$ cat src/design/tdpt_pkg.sv
// ----------------------------------------------------------------------------
// tdpt_pkg
// Shared constants and types for the trial division prime test.
// ----------------------------------------------------------------------------
package tdpt_pkg;

  localparam int DEFAULT_VALUE_WIDTH = 32;
  localparam int CANDIDATE_WIDTH     = 32;

  typedef struct packed {
    logic busy;
    logic done;
    logic zero;
  } rem_status_t;

endpackage

$ cat src/design/tdpt_rem.sv
// ----------------------------------------------------------------------------
// tdpt_rem
// Bit-serial restoring remainder unit: one dividend bit per cycle.
// ----------------------------------------------------------------------------
module tdpt_rem #(
  parameter int VALUE_WIDTH = tdpt_pkg::DEFAULT_VALUE_WIDTH
) (
  input  logic                     clk,
  input  logic                     rst,
  input  logic                     start,
  input  logic [VALUE_WIDTH-1:0]   dividend,
  input  logic [VALUE_WIDTH-1:0]   divisor,
  output tdpt_pkg::rem_status_t    status
);
  import tdpt_pkg::*;

  localparam int CW = $clog2(VALUE_WIDTH + 1);

  logic [VALUE_WIDTH-1:0] shreg;
  logic [VALUE_WIDTH-1:0] rem;
  logic [VALUE_WIDTH-1:0] dvs;
  logic [CW-1:0]          cnt;
  logic                   busy;
  logic                   done;
  logic [VALUE_WIDTH:0]   trial;
  logic [VALUE_WIDTH:0]   rem_next;

  always_comb begin
    trial = {rem, shreg[VALUE_WIDTH-1]};
    if (trial >= {1'b0, dvs}) begin
      rem_next = trial - {1'b0, dvs};
    end else begin
      rem_next = trial;
    end
  end

  always_ff @(posedge clk) begin
    if (rst) begin
      busy <= 1'b0;
      done <= 1'b0;
      cnt  <= '0;
    end else begin
      done <= 1'b0;
      if (start) begin
        busy  <= 1'b1;
        cnt   <= CW'(VALUE_WIDTH);
        shreg <= dividend;
        dvs   <= divisor;
        rem   <= '0;
      end else if (busy) begin
        rem   <= rem_next[VALUE_WIDTH-1:0];
        shreg <= {shreg[VALUE_WIDTH-2:0], 1'b0};
        cnt   <= cnt - CW'(1);
        if (cnt == CW'(1)) begin
          busy <= 1'b0;
          done <= 1'b1;
        end
      end
    end
  end

  assign status.busy = busy;
  assign status.done = done;
  assign status.zero = (rem == '0);

endmodule

$ cat config.mk
export PLATFORM = sky130hd
export DESIGN_NAME = tdpt_rem
export DESIGN_NICKNAME = d
export VERILOG_FILES = /design/src/design/tdpt_pkg.sv /design/src/design/tdpt_rem.sv
export SDC_FILE = /design/constraint.sdc
export NUM_CORES = 1
export LEC_CHECK = 0
export BUFFER_PORTS_ARGS = -buffer_cell sky130_fd_sc_hd__buf_2
export CORE_UTILIZATION = 54
export CTS_BUF_LIST = sky130_fd_sc_hd__clkbuf_4
export CTS_CLUSTER_DIAMETER = 120
export CTS_CLUSTER_SIZE = 8
export DETAILED_ROUTE_END_ITERATION = 10
export GPL_TIMING_DRIVEN = 0
export HOLD_SLACK_MARGIN = 0.12
export PLACE_DENSITY_LB_ADDON = 0.15
export REMOVE_ABC_BUFFERS = 1
export SLEW_MARGIN = 15
export SYNTH_ARGS = -nofsm -noshare
export SYNTH_HDL_FRONTEND = slang
export SYNTH_SLANG_ARGS = --single-unit
$ cat constraint.sdc
create_clock -name clk -period 4.6 [get_ports clk]
set_input_delay 0 -clock clk [delete_from_list [all_inputs] [get_ports clk]]
set_output_delay 0 -clock clk [all_outputs]
set_load 0.05 [all_outputs]
Yosys cells after proc, flatten, opt, wreduce, memory -nomap -nowiden

Index checks and enable logic that the tools add are counted.
Widths: inputs -> output; s select.

$add $sub $neg: 2
Multipliers: 0
Divide/modulo/power cells: 0
$lt $le $gt $ge: 1
Equal/unequal tests: 1
Shifts and indexed selects: 0
Mux-type cells: 10
Bitwise logic cells: 2
Reductions and logical operators: 6

Operator list:

| cell                | number |
|---|---|
| $mux 32             | 4 |
| $ge 33x32->1        | 1 |
| $logic_not 32->1    | 1 |
| $sub 32x32->32      | 1 |
| $mux 6              | 2 |
| $eq 6x1->1 const B  | 1 |
| $sub 6x1->6 const B | 1 |
| $mux 1              | 4 |
| $reduce_and 2->1    | 2 |
| $reduce_or 3->1     | 1 |
| $not 1->1           | 2 |
| $reduce_bool 2->1   | 1 |
| $reduce_or 2->1     | 1 |

Flip-flop bits (word level): 104
Latch bits: 0
Memory bits (writable): 0
Memory bits (read-only): 0
Input port bits: 67
Output and inout bits: 3
Word-level logic and storage cells: 29
Memories kept: 0

Depth between registers and ports, before layout

Gate-level depths: netlist (run 1).

Depth after elaboration: 4
Gate-level depth with buffers: 14
Mapped depth without buffers: 13

Worst setup path before layout (run 1)

Ideal clock, no wire load.

Path type: reg-to-reg
Start point: register busy
End point: register rem[0] (enable)
Library setup time: 0.486 ns
Arrival: 3.166 ns
Data required time: 4.114 ns
Slack: 0.948 ns
Stages on the path, launching flop included: 3
Path buffers: 0
Period minus slack after synthesis: 3.652 ns
Path through: dfxtp_1 nor2_1 nor2_1

Cells in the longest elaborated chain, start to end: 2

Ends and longest elaborated chain:

| what                        | RTL line       | text |
|---|---|---|
| from (decl)                 | tdpt_rem.sv:23 | `logic busy;` |
| from (signal assigned)      | tdpt_rem.sv:39 | `busy <= 1'b0;` |
| from (signal assigned)      | tdpt_rem.sv:45 | `busy <= 1'b1;` |
| from (signal assigned)      | tdpt_rem.sv:55 | `busy <= 1'b0;` |
| $reduce_bool 2->1 (no line) | n/a            |  |
| $reduce_and 2->1 (no line)  | n/a            |  |
| to (signal assigned)        | tdpt_rem.sv:51 | `rem <= rem_next[VALUE_WIDTH-1:0];` |
| to (decl)                   | tdpt_rem.sv:20 | `logic [VALUE_WIDTH-1:0] rem;` |

No other way between the ends.
A chain may end at the register's enable or synchronous reset.

Final worst setup path (run 1)

Start point: register shreg[31]
End point: register rem[28] (data pin)

Cells in the longest elaborated chain, start to end: 3
Elaborated cells on any way between the ends: 4
Those cells by class: add/sub (1); order compare (1); mux (2)

Ends and longest elaborated chain:

| what                                           | RTL line                       | text |
|---|---|---|
| from (decl)                                    | tdpt_rem.sv:19                 | `logic [VALUE_WIDTH-1:0] shreg;` |
| from (signal assigned)                         | tdpt_rem.sv:47                 | `shreg <= dividend;` |
| from (signal assigned)                         | tdpt_rem.sv:52                 | `shreg <= {shreg[VALUE_WIDTH-2:0], 1'b0};` |
| $sub 32x32->32 or $ge 33x32->1 (tied branches) | tdpt_rem.sv:31, tdpt_rem.sv:30 |  |
| $mux 32 *                                      | tdpt_rem.sv:30                 | `if (trial >= {1'b0, dvs}) begin` |
| $mux 32 *                                      | tdpt_rem.sv:50                 | `end else if (busy) begin` |

Every way passes the cells marked *; elsewhere a longest branch is shown, timed or not. The select of a mux whose other input is x is not followed.

==> impl_metrics.tcl, run 1 <==
set metrics [dict create \
    cts-root-buf "clkbuf_4" \
    drtIter0Drc 194 \
    finalHoldViolCount 0 \
    ios 70 \
    drive_above_1_share 0.1985 \
    min_period_over_period 0.7993 \
    grt_pass1_wl_um 20730 \
    slew_violations 0 \
    ys_seq_area_frac 0.4977 \
    multi_input_area_um2 2760 \
    leakagePower_nw 3.045 \
    async_reset_ff_frac 0 \
    cts_tree "built" \
    cts_buffers 9 \
    arrival_ns 3.92 \
    num-nets-final 777 \
    maxCapViolCount 0 \
    rsz0062_at_grt "no" \
    clk_pin_slew_ns 0.17 \
    required_ns 4.84 \
    dp_hpwl_um 8663 \
    avgSynthCellArea_um2 11.16 \
    outcome "complete, no violations" \
    first_global_vias 4466 \
    totalWireLength_um 12720 \
    portBuffers 69 \
    rows 38 \
    antenna_found_initial 0 \
    synth_cell_type_count 61 \
    die_x_um 108.4 \
    cts_max_path_buffers 2 \
    synth_seq_cells 104 \
    start_util 0.5590 \
    max-vdd-ir-drop_mv 0.2721 \
    clkSinkCount 104 \
    worstMarginPinSlew_ns 0.8049 \
    cts_htree_levels 3 \
    crit_path_end_kind "flop" \
    skew_ns 0.02305 \
    grt_max_degree 69 \
    die_area_um2 11750 \
    drtAntennaViolNets 0 \
    yosys_warnings 0 \
    crit_fanout 4 \
    cts_setup_buffers 0 \
    synth_edf_count 96 \
    drc_errors 0 \
    min_path_type "input pin to flop" \
    clock_latency_ns 0.49 \
    tns_ns 0 \
    fp.dieH_um 108.4 \
    routedWlPerCell_um 15.51 \
    register_area_um2 3043 \
    gp_congestion 0.8454 \
    area_growth_pct 20.28 \
    fmax_ghz 0.2720 \
    crit_type "flop to flop" \
    synth_ff_type "edfxtp_1" \
    grt_overflow 0 \
    netlist_instances 548 \
    netlist_area_um2 6113 \
    drt-pass1-iter-count 4 \
    gr-usage-all-layers 0.2314 \
    total_power_mw 2.339 \
    vias 4515 \
    period_needed_ns 3.677 \
    vias_per_cell 5.506 \
    power_density_nw_per_um2 318.1 \
    setup_viol 0 \
    max_slew_margin 0.4634 \
    antenna-diode-count 0 \
    coreArea_um2 10940 \
    critPathLaunchType "flop" \
    fill_cells 858 \
]
-- cell families after synthesis --
kind of cell,after synthesis,share of synthesized area
AO/OA/AOI/OAI,105,0.1144
multiplexers,56,0.09803
adder cells (fa/ha/maj),35,0.07286
AND/OR/NAND/NOR,157,0.1210
flip-flops,104,0.4977
XOR/XNOR,29,0.04155
buffers and inverters,62,0.05444
-- stage by stage --
stage / setup slack [ns] / area [um2] / util / hold slack, ns / std cells
floorplan: 0.5833 / 5927 / - / 0.06907 / 525
global placement: -1.095 / 6447 / 0.5896 / 0.1759 / 734
detailed placement: 0.9577 / 6583 / 0.6019 / 0.1781 / 739
CTS: 0.9534 / 7353 / 0.6724 / 0.1303 / 820
global route: 0.7120 / 7353 / 0.6724 / 0.1413 / 820
finish: 0.9231 / 7353 / 0.6724 / 0.1598 / 820
-- what timing repair did --
| action | CTS | global route |
|---|---|---|
| hold buffers | 65 | 0 |
| gates resized for setup | 0 | 0 |
| endpoints found under the hold margin | 107 | 0 |
| setup endpoints to repair | 0 | 0 |
-- worst max-delay path: stages, from the launching register on --
cell      delay [ns]
edfxtp_1        0.42
inv_1           0.07
ha_1            0.16
inv_1           0.05
fa_1            0.40
a21o_1          0.21
a221oi_1        0.56
a21oi_1         0.20
a31o_2          0.30
o41ai_1         0.46
o21ai_0         0.21
xor2_1          0.18
mux2i_1         0.15
nor2_1          0.06
-- report_power, final --
group	switching, mW	leakage (nW)	internal (mW)	total, mW
clock network	0.321	0.0659	0.120	0.442
registers	0.0425	0.984	1.13	1.17
logic	0.380	1.99	0.343	0.723
total	0.744	3.05	1.60	2.34
-- layer usage --
layer	vias up	track usage	share of wire
li1	2255	-	-
met1	2127	0.2839	0.44
met2	121	0.3992	0.49
met3	12	0.06148	0.052
met4	0	0.06660	0.012
met5	-	0	0
-- flip-flops by register name, summed over array words and instances (netlist names) --
name / cells
done: 1
dvs: 32
busy: 1
shreg: 32
cnt: 6
rem: 32
-- cells in the final DEF, fill, tap and decap left out, drive strengths merged, types with 4 or more instances in the layout --
cell | netlist | routed
clkbuf | 8 | 10
a21oi | 33 | 33
inv | 39 | 40
dfxtp | 8 | 8
nor4 | 9 | 9
dlygate4sd3 | 0 | 65
nor2 | 66 | 66
nor3 | 11 | 11
nand4 | 8 | 8
o21ai | 16 | 16
a21o | 9 | 9
and3 | 6 | 6
xor2 | 10 | 10
xnor2 | 19 | 19
clkinv | 0 | 4
a31oi | 5 | 5
mux2 | 31 | 31
a211oi | 7 | 7
nor2b | 8 | 8
edfxtp | 96 | 96
nand3 | 7 | 7
nand2 | 30 | 30
o21a | 5 | 5
ha | 34 | 34
buf | 14 | 74
mux2i | 25 | 25
-- final cells by class --
cell class,instances,share of cell area
clock buffer,10,0.01021
multi-input combinational,382,0.3754
inverter,39,0.01991
tap,140,0.02382
clock inverter,6,0.006126
sequential,104,0.4138
timing repair buffer,139,0.1508
-- worst paths after layout --
path	depth (start not counted)	to	slack, ns	startpoint
setup / recovery	13	rem[28]	0.92	shreg[31]
hold / removal	2	rem[12]	0.16	start
setup reg to reg	13	rem[28]	0.92	shreg[31]
hold reg to reg	2	cnt[1]	0.53	cnt[1]
-- synthesized netlist by cell type, types with 4 or more instances --
library cell  instances  area, um2
edfxtp_1             96       2883
nor2_1               65      244.0
inv_1                39      146.4
ha_1                 34      425.4
a21oi_1              33      165.2
mux2_2               31      349.1
nand2_1              29      108.9
mux2i_1              25      250.2
xnor2_1              19      166.4
o21ai_0              16      80.08
nor3_1               11      55.05
xor2_1               10      87.58
nor4_1                9      56.30
clkbuf_1              8      30.03
dfxtp_1               8      160.2
nand4_1               8      50.05
nor2b_1               8      50.05
buf_6                 7      78.83
nand3_1               7      35.03
a211oi_1              6      45.04
a21o_1                6      45.04
a31oi_1               5      31.28
o21a_1                5      37.54
and3_1                4      25.02
No activity file was read; power rests on OpenSTA's default activity.
==> run 2, diff against run 1 <==
clock period = 3.1 ns   (was 4.6 ns; I/O delays follow)
==> run 2 against run 1 <==
  * The flow now finishes with violations (negative setup slack)
  * Register-to-register slack worse by 0.98 ns
  * Sequential cell count unchanged
  * Clock skew up 0.0015 ns
  * Die area unchanged
  * Setup slack worse by 0.98 ns
  * Critical path type unchanged
  * Critical endpoint is now rem[2]
  * Largest cell class is now multi-input gates
==> impl_metrics.tcl, run 2 (same netlist as run 1, synthesis figures left out) <==
set metrics [dict create \
    arrival_ns 3.41 \
    drtAntennaViolNets 0 \
    mostFrequentLayoutCells "edfxtp_1, buf_2, dlygate4sd3_1" \
    finalHoldViolCount 0 \
    tns_ns -0.6006 \
    fill_cells 772 \
    num-nets-final 814 \
    ios 70 \
    area_growth_pct 30.58 \
    violations "negative setup slack" \
    worstHoldPathCells 2 \
    max_stage_delay_ns 0.50 \
    setup_slack_ns -0.05779 \
    fmax_ghz 0.3167 \
    cts_htree_levels 3 \
    clk_pin_slew_ns 0.17 \
    crit_fanout 10 \
    reg2reg_to "rem[2]" \
    reg2reg_depth 12 \
    min_from "start" \
    drt-pass1-iter-count 4 \
    routedWlPerCell_um 16.69 \
    fin_cells 857 \
    cts_buffers 9 \
    grt_pass1_wl_um 22830 \
    die_x_um 108.4 \
    cts-root-buf "clkbuf_4" \
    slew_violations 0 \
    gp_congestion 0.8454 \
    antenna-diode-count 0 \
    drtIter0Drc 292 \
    worstMarginPinSlew_ns 0.8181 \
    max_slew_margin 0.4546 \
    maxCapViolCount 0 \
    slowest_stage "edfxtp_1" \
    r2r_slack_ns -0.06 \
    drc_errors 0 \
    largestRegisters "dvs: 32 flops, rem: 32 flops, shreg: 32 flops" \
    outcome "finished with violations" \
    cts_max_path_buffers 2 \
    period_needed_ns 3.158 \
    cp_cell_sequence "ha_4, nand3_2, o21bai_4, a211o_1, and3_4, a2111o_1, nand2_4, a221o_4, buf_12, buf_12, mux2i_2, nor2_1" \
    hold_slack_ns 0.1621 \
    place_ws_ns -0.5423 \
    skew_ns 0.02456 \
    die_area_um2 11750 \
    leakagePower_nw 3.251 \
    coreArea_um2 10940 \
    vias_per_cell 5.630 \
    dp.cells 739 \
    totalWireLength_um 14300 \
    mostFrequentLayoutCell "edfxtp_1" \
    antenna_found_initial 0 \
    max-vdd-ir-drop_mv 0.4129 \
    crit_path_frequent_cell "buf_12" \
    setup_viol 21 \
    fp.dieH_um 108.4 \
    min_period_over_period 1.019 \
    first_global_vias 4880 \
    rows 38 \
    required_ns 3.35 \
    clock_latency_ns 0.50 \
    cts_tree "built" \
    dp_hpwl_um 8663 \
    min_path_type "input pin to flop" \
    clkSinkCount 104 \
    crit_type "flop to flop" \
    drive_above_1_share 0.2859 \
    worstReg2RegStart "rem[1]" \
    critPathLaunchType "flop" \
    gr-usage-all-layers 0.2550 \
    rsz0062_at_grt "yes" \
    post-route-util 0.7300 \
    portBuffers 69 \
    vias 4825 \
    grt_max_degree 69 \
    grt_overflow 0 \
    crit_path_end_kind "flop" \
    hold_end "rem[12]" \
    start_util 0.5590 \
    power_density_nw_per_um2 470.3 \
]
==> run 2: changes by cell type in the layout (fill, tap and decap cells not counted), moves of 3 or more <==
cell,previous run,this run
mux2i_1,25,20
buf_4,2,33
ha_4,0,9
mux2i_2,0,4
buf_12,1,4
a21oi_1,33,30
o21ai_0,16,12
ha_1,34,22
ha_2,0,3
a21oi_2,0,3
==> run 2: area by class of cell <==
cell class / instances / area [um2] / share of cell area
clock buffers: 10 / 75.07 / 0.009404
well taps: 140 / 175.2 / 0.02194
inverters: 39 / 146.4 / 0.01834
flip-flops and latches: 104 / 3043 / 0.3812
multi-input cells: 382 / 3047 / 0.3817
repair buffers: 176 / 1451 / 0.1818
clock inverters: 6 / 45.04 / 0.005643
==> run 2: what timing repair did <==
item / CTS / global route
hold endpoints to repair: 107 / 0
gates cloned: 1 / 0
setup endpoints to repair: 32 / 31
buffers inserted: 25 / 11
pin swaps: 16 / 13
gates resized for setup: 34 / 17
hold buffers: 65 / 0
==> run 2: through the flow <==
step / area (um2) / power (mW)
4_1_cts: 7836 / 3.657
3_3_place_gp: 6447 / 2.722
3_5_place_dp: 6583 / 2.773
6_report: 7983 / 3.754
5_1_grt: 7983 / 3.945
2_1_floorplan: 5927 / 2.508
==> run 2: power by group <==
part           switching, mW  internal, mW
registers             0.0657          1.68
clock network          0.482         0.178
logic                  0.674         0.675
==> run 2: worst max-delay path by stage <==
stage	startpoint	endpoint	slack (ns)	cells past startpoint
2_1_floorplan	busy	rem[0]	-0.92	2
3_3_place_gp	start	rem[14]	-2.60	3
3_5_place_dp	shreg[31]	rem[28]	-0.54	13
4_1_cts	shreg[31]	rem[28]	0.004	13
5_1_grt	rem[1]	rem[2]	-0.13	12
6_report	rem[1]	rem[2]	-0.06	12
==> run 2: layer usage <==
metal  GRT usage  vias up  wire length [um]
li1            -     2337                 -
met1      0.3036     2333              6061
met2      0.4543      133              7368
met3     0.06329       22               634
met4     0.07239        0               239
met5           0        -                 0
==> run 2: critical path: cells and delay by family, from the launching register on <==
family / cells / cell delay, ns
AOI/OAI and AO/OA: 4 / 1.16
DFF: 1 / 0.50
and+or+nand+nor: 4 / 0.44
adders and majority gates: 1 / 0.32
buffers and inverters: 2 / 0.26
muxes: 1 / 0.23
==> run 3, diff against run 2 <==
CELL_PAD_IN_SITES_DETAIL_PLACEMENT = 1   (was default)
CELL_PAD_IN_SITES_GLOBAL_PLACEMENT = 1   (was default)
CORE_UTILIZATION = 40   (was 54)
==> run 3 against run 2 <==
  * The run ends with design-rule violations, negative setup slack left
  * Cell count grew 5.4%
  * Sequential share of layout area down 0.45 points
  * Clock power up 5.3%
  * Via count decreased by 0.64%
  * Setup slack worse by 0.064 ns
  * Highest routed layer unchanged
  * Sequential power about the same
==> impl_metrics.tcl, run 3 (same netlist as run 1, synthesis figures left out) <==
set metrics [dict create \
    fin_area_um2 8079 \
    cts_tree "built" \
    dr_wl_met3_um 538 \
    fmax_ghz 0.3104 \
    cts_htree_levels 3 \
    antenna-diode-count 0 \
    num-nets-final 816 \
    arrival_ns 3.45 \
    wl_met2_um 8253 \
    cts_max_path_buffers 2 \
    hold_end "rem[28]" \
    clk_pin_slew_ns 0.19 \
    crit_fanout 5 \
    reg2reg_depth 12 \
    grt_overflow 0 \
    largestRegisters "dvs: 32 flops, rem: 32 flops, shreg: 32 flops" \
    max_slew_margin 0.4467 \
    required_ns 3.32 \
    max-vdd-ir-drop_mv 0.3376 \
    max_stage_delay_ns 0.50 \
    die_area_um2 15780 \
    outcome "finished with violations" \
    dp_hpwl_um 10240 \
    coreArea_um2 14700 \
    drive_above_1_share 0.2865 \
    rsz0062_at_grt "yes" \
    period_needed_ns 3.222 \
    total_power_mw 3.820 \
    portBuffers 69 \
    clkSinkCount 104 \
    routedWlPerCell_um 17.85 \
    gr-usage-all-layers 0.2119 \
    cts-root-buf "clkbuf_4" \
    leakagePower_nw 3.294 \
    place_ws_ns -0.6875 \
    first_global_vias 5240 \
    mostFrequentLayoutCells "edfxtp_1, buf_2, dlygate4sd3_1" \
    min_period_over_period 1.039 \
    min_path_type "input pin to flop" \
    slew_violations 0 \
    setup_viol 23 \
    drtAntennaViolNets 0 \
    maxCapViolCount 0 \
    totalWireLength_um 16120 \
    violations "design-rule violations, negative setup slack" \
    fp.dieH_um 125.6 \
    grt_max_degree 69 \
    grt_pass1_wl_um 26040 \
    vias_per_cell 5.309 \
    crit_path_end_kind "flop" \
    antenna_found_initial 0 \
    drc_errors 3 \
    hold_slack_ns 0.1531 \
    slowest_stage "edfxtp_1" \
    die_x_um 125.6 \
    worstHoldPathCells 2 \
    reg2reg_to "rem[17]" \
    min_from "start" \
    worstReg2RegStart "rem[1]" \
    cts_buffers 9 \
    setup_slack_ns -0.1221 \
    vias 4794 \
    area_growth_pct 32.15 \
    r2r_slack_ns -0.12 \
    rows 44 \
    start_util 0.4159 \
    drt-pass1-iter-count 7 \
    ios 70 \
    crit_type "flop to flop" \
    gp_congestion 0.8312 \
    m1WireLength_um 7065 \
    dr.max_layer_used "met4" \
    worstMarginPinSlew_ns 0.8300 \
    finalHoldViolCount 0 \
    mostFrequentLayoutCell "edfxtp_1" \
    cp_cell_sequence "ha_4, nand3_1, o21bai_4, a211o_1, and3_4, a2111o_1, nand2_2, a221o_4, buf_12, buf_16, mux2i_1, nor2_1" \
    placed_area_um2 6665 \
    power_density_nw_per_um2 472.8 \
    drtIter0Drc 237 \
    critPathLaunchType "flop" \
    skew_ns 0.02506 \
    clock_latency_ns 0.50 \
]
## run 3: cell types whose count changed in the layout (fill, tap and decap cells not counted), moves of 2 or more
cell     change
mux2i_1      +3
inv_8        +2
mux2i_2      -2
nor2_1       -2
nor2_2       +2
o21ai_1      +2
## run 3: critical path: cells and delay by family, from the launching register on
family | cells | cell delay (ns)
and+or+nand+nor | 4 | 0.47
adders and majority gates | 1 | 0.31
DFF | 1 | 0.50
muxes | 1 | 0.18
buffers and inverters | 2 | 0.24
AOI/OAI and AO/OA | 4 | 1.23
## run 3: stage by stage
stage,TNS (ns),std cells,util
6_report,-1.612,903,0.5496
5_1_grt,-4.601,903,0.5496
4_1_cts,-0.3582,892,0.5394
3_5_place_dp,-12.29,784,0.4534
3_3_place_gp,-251.60,778,0.4424
2_1_floorplan,-72.10,525,-
## run 3: worst max path at each step
| stage | start | endpoint |
|---|---|---|
| CTS | shreg[31] | rem[28] |
| global route | rem[8] | rem[10] |
| detailed placement | shreg[31] | rem[28] |
| global placement | start | rem[26] |
| floorplan | busy | rem[0] |
| finish | rem[1] | rem[17] |
## run 3: cell type report
type	count	area [um2]
clock inverter	7	63.81
clock buffer	9	67.56
tap	184	230.2
sequential	104	3043
inverter	39	146.4
timing repair buffer	178	1494
fill	1531	6620
multi-input combinational	382	3034
## run 3: repair_timing
item	CTS	global route
buffers inserted	25	13
setup endpoints to repair	32	31
pin swaps	7	11
hold buffers	65	0
endpoints found under the hold margin	100	0
gates cloned	2	0
resized for setup	31	22
## run 3: metal layers
| layer | GRT usage | up-vias |
|---|---|---|
| met1 | 0.2519 | 2350 |
| met2 | 0.3827 | 86 |
| met5 | 0 | - |
| met4 | 0.05380 | 0 |
| li1 | - | 2340 |
| met3 | 0.05098 | 18 |
## run 3: power by group
| group | internal, mW | switching, mW | leakage, nW |
|---|---|---|---|
| clock | 0.184 | 0.512 | 0.0735 |
| combinational | 0.682 | 0.692 | 2.24 |
| sequential | 1.68 | 0.0702 | 0.984 |
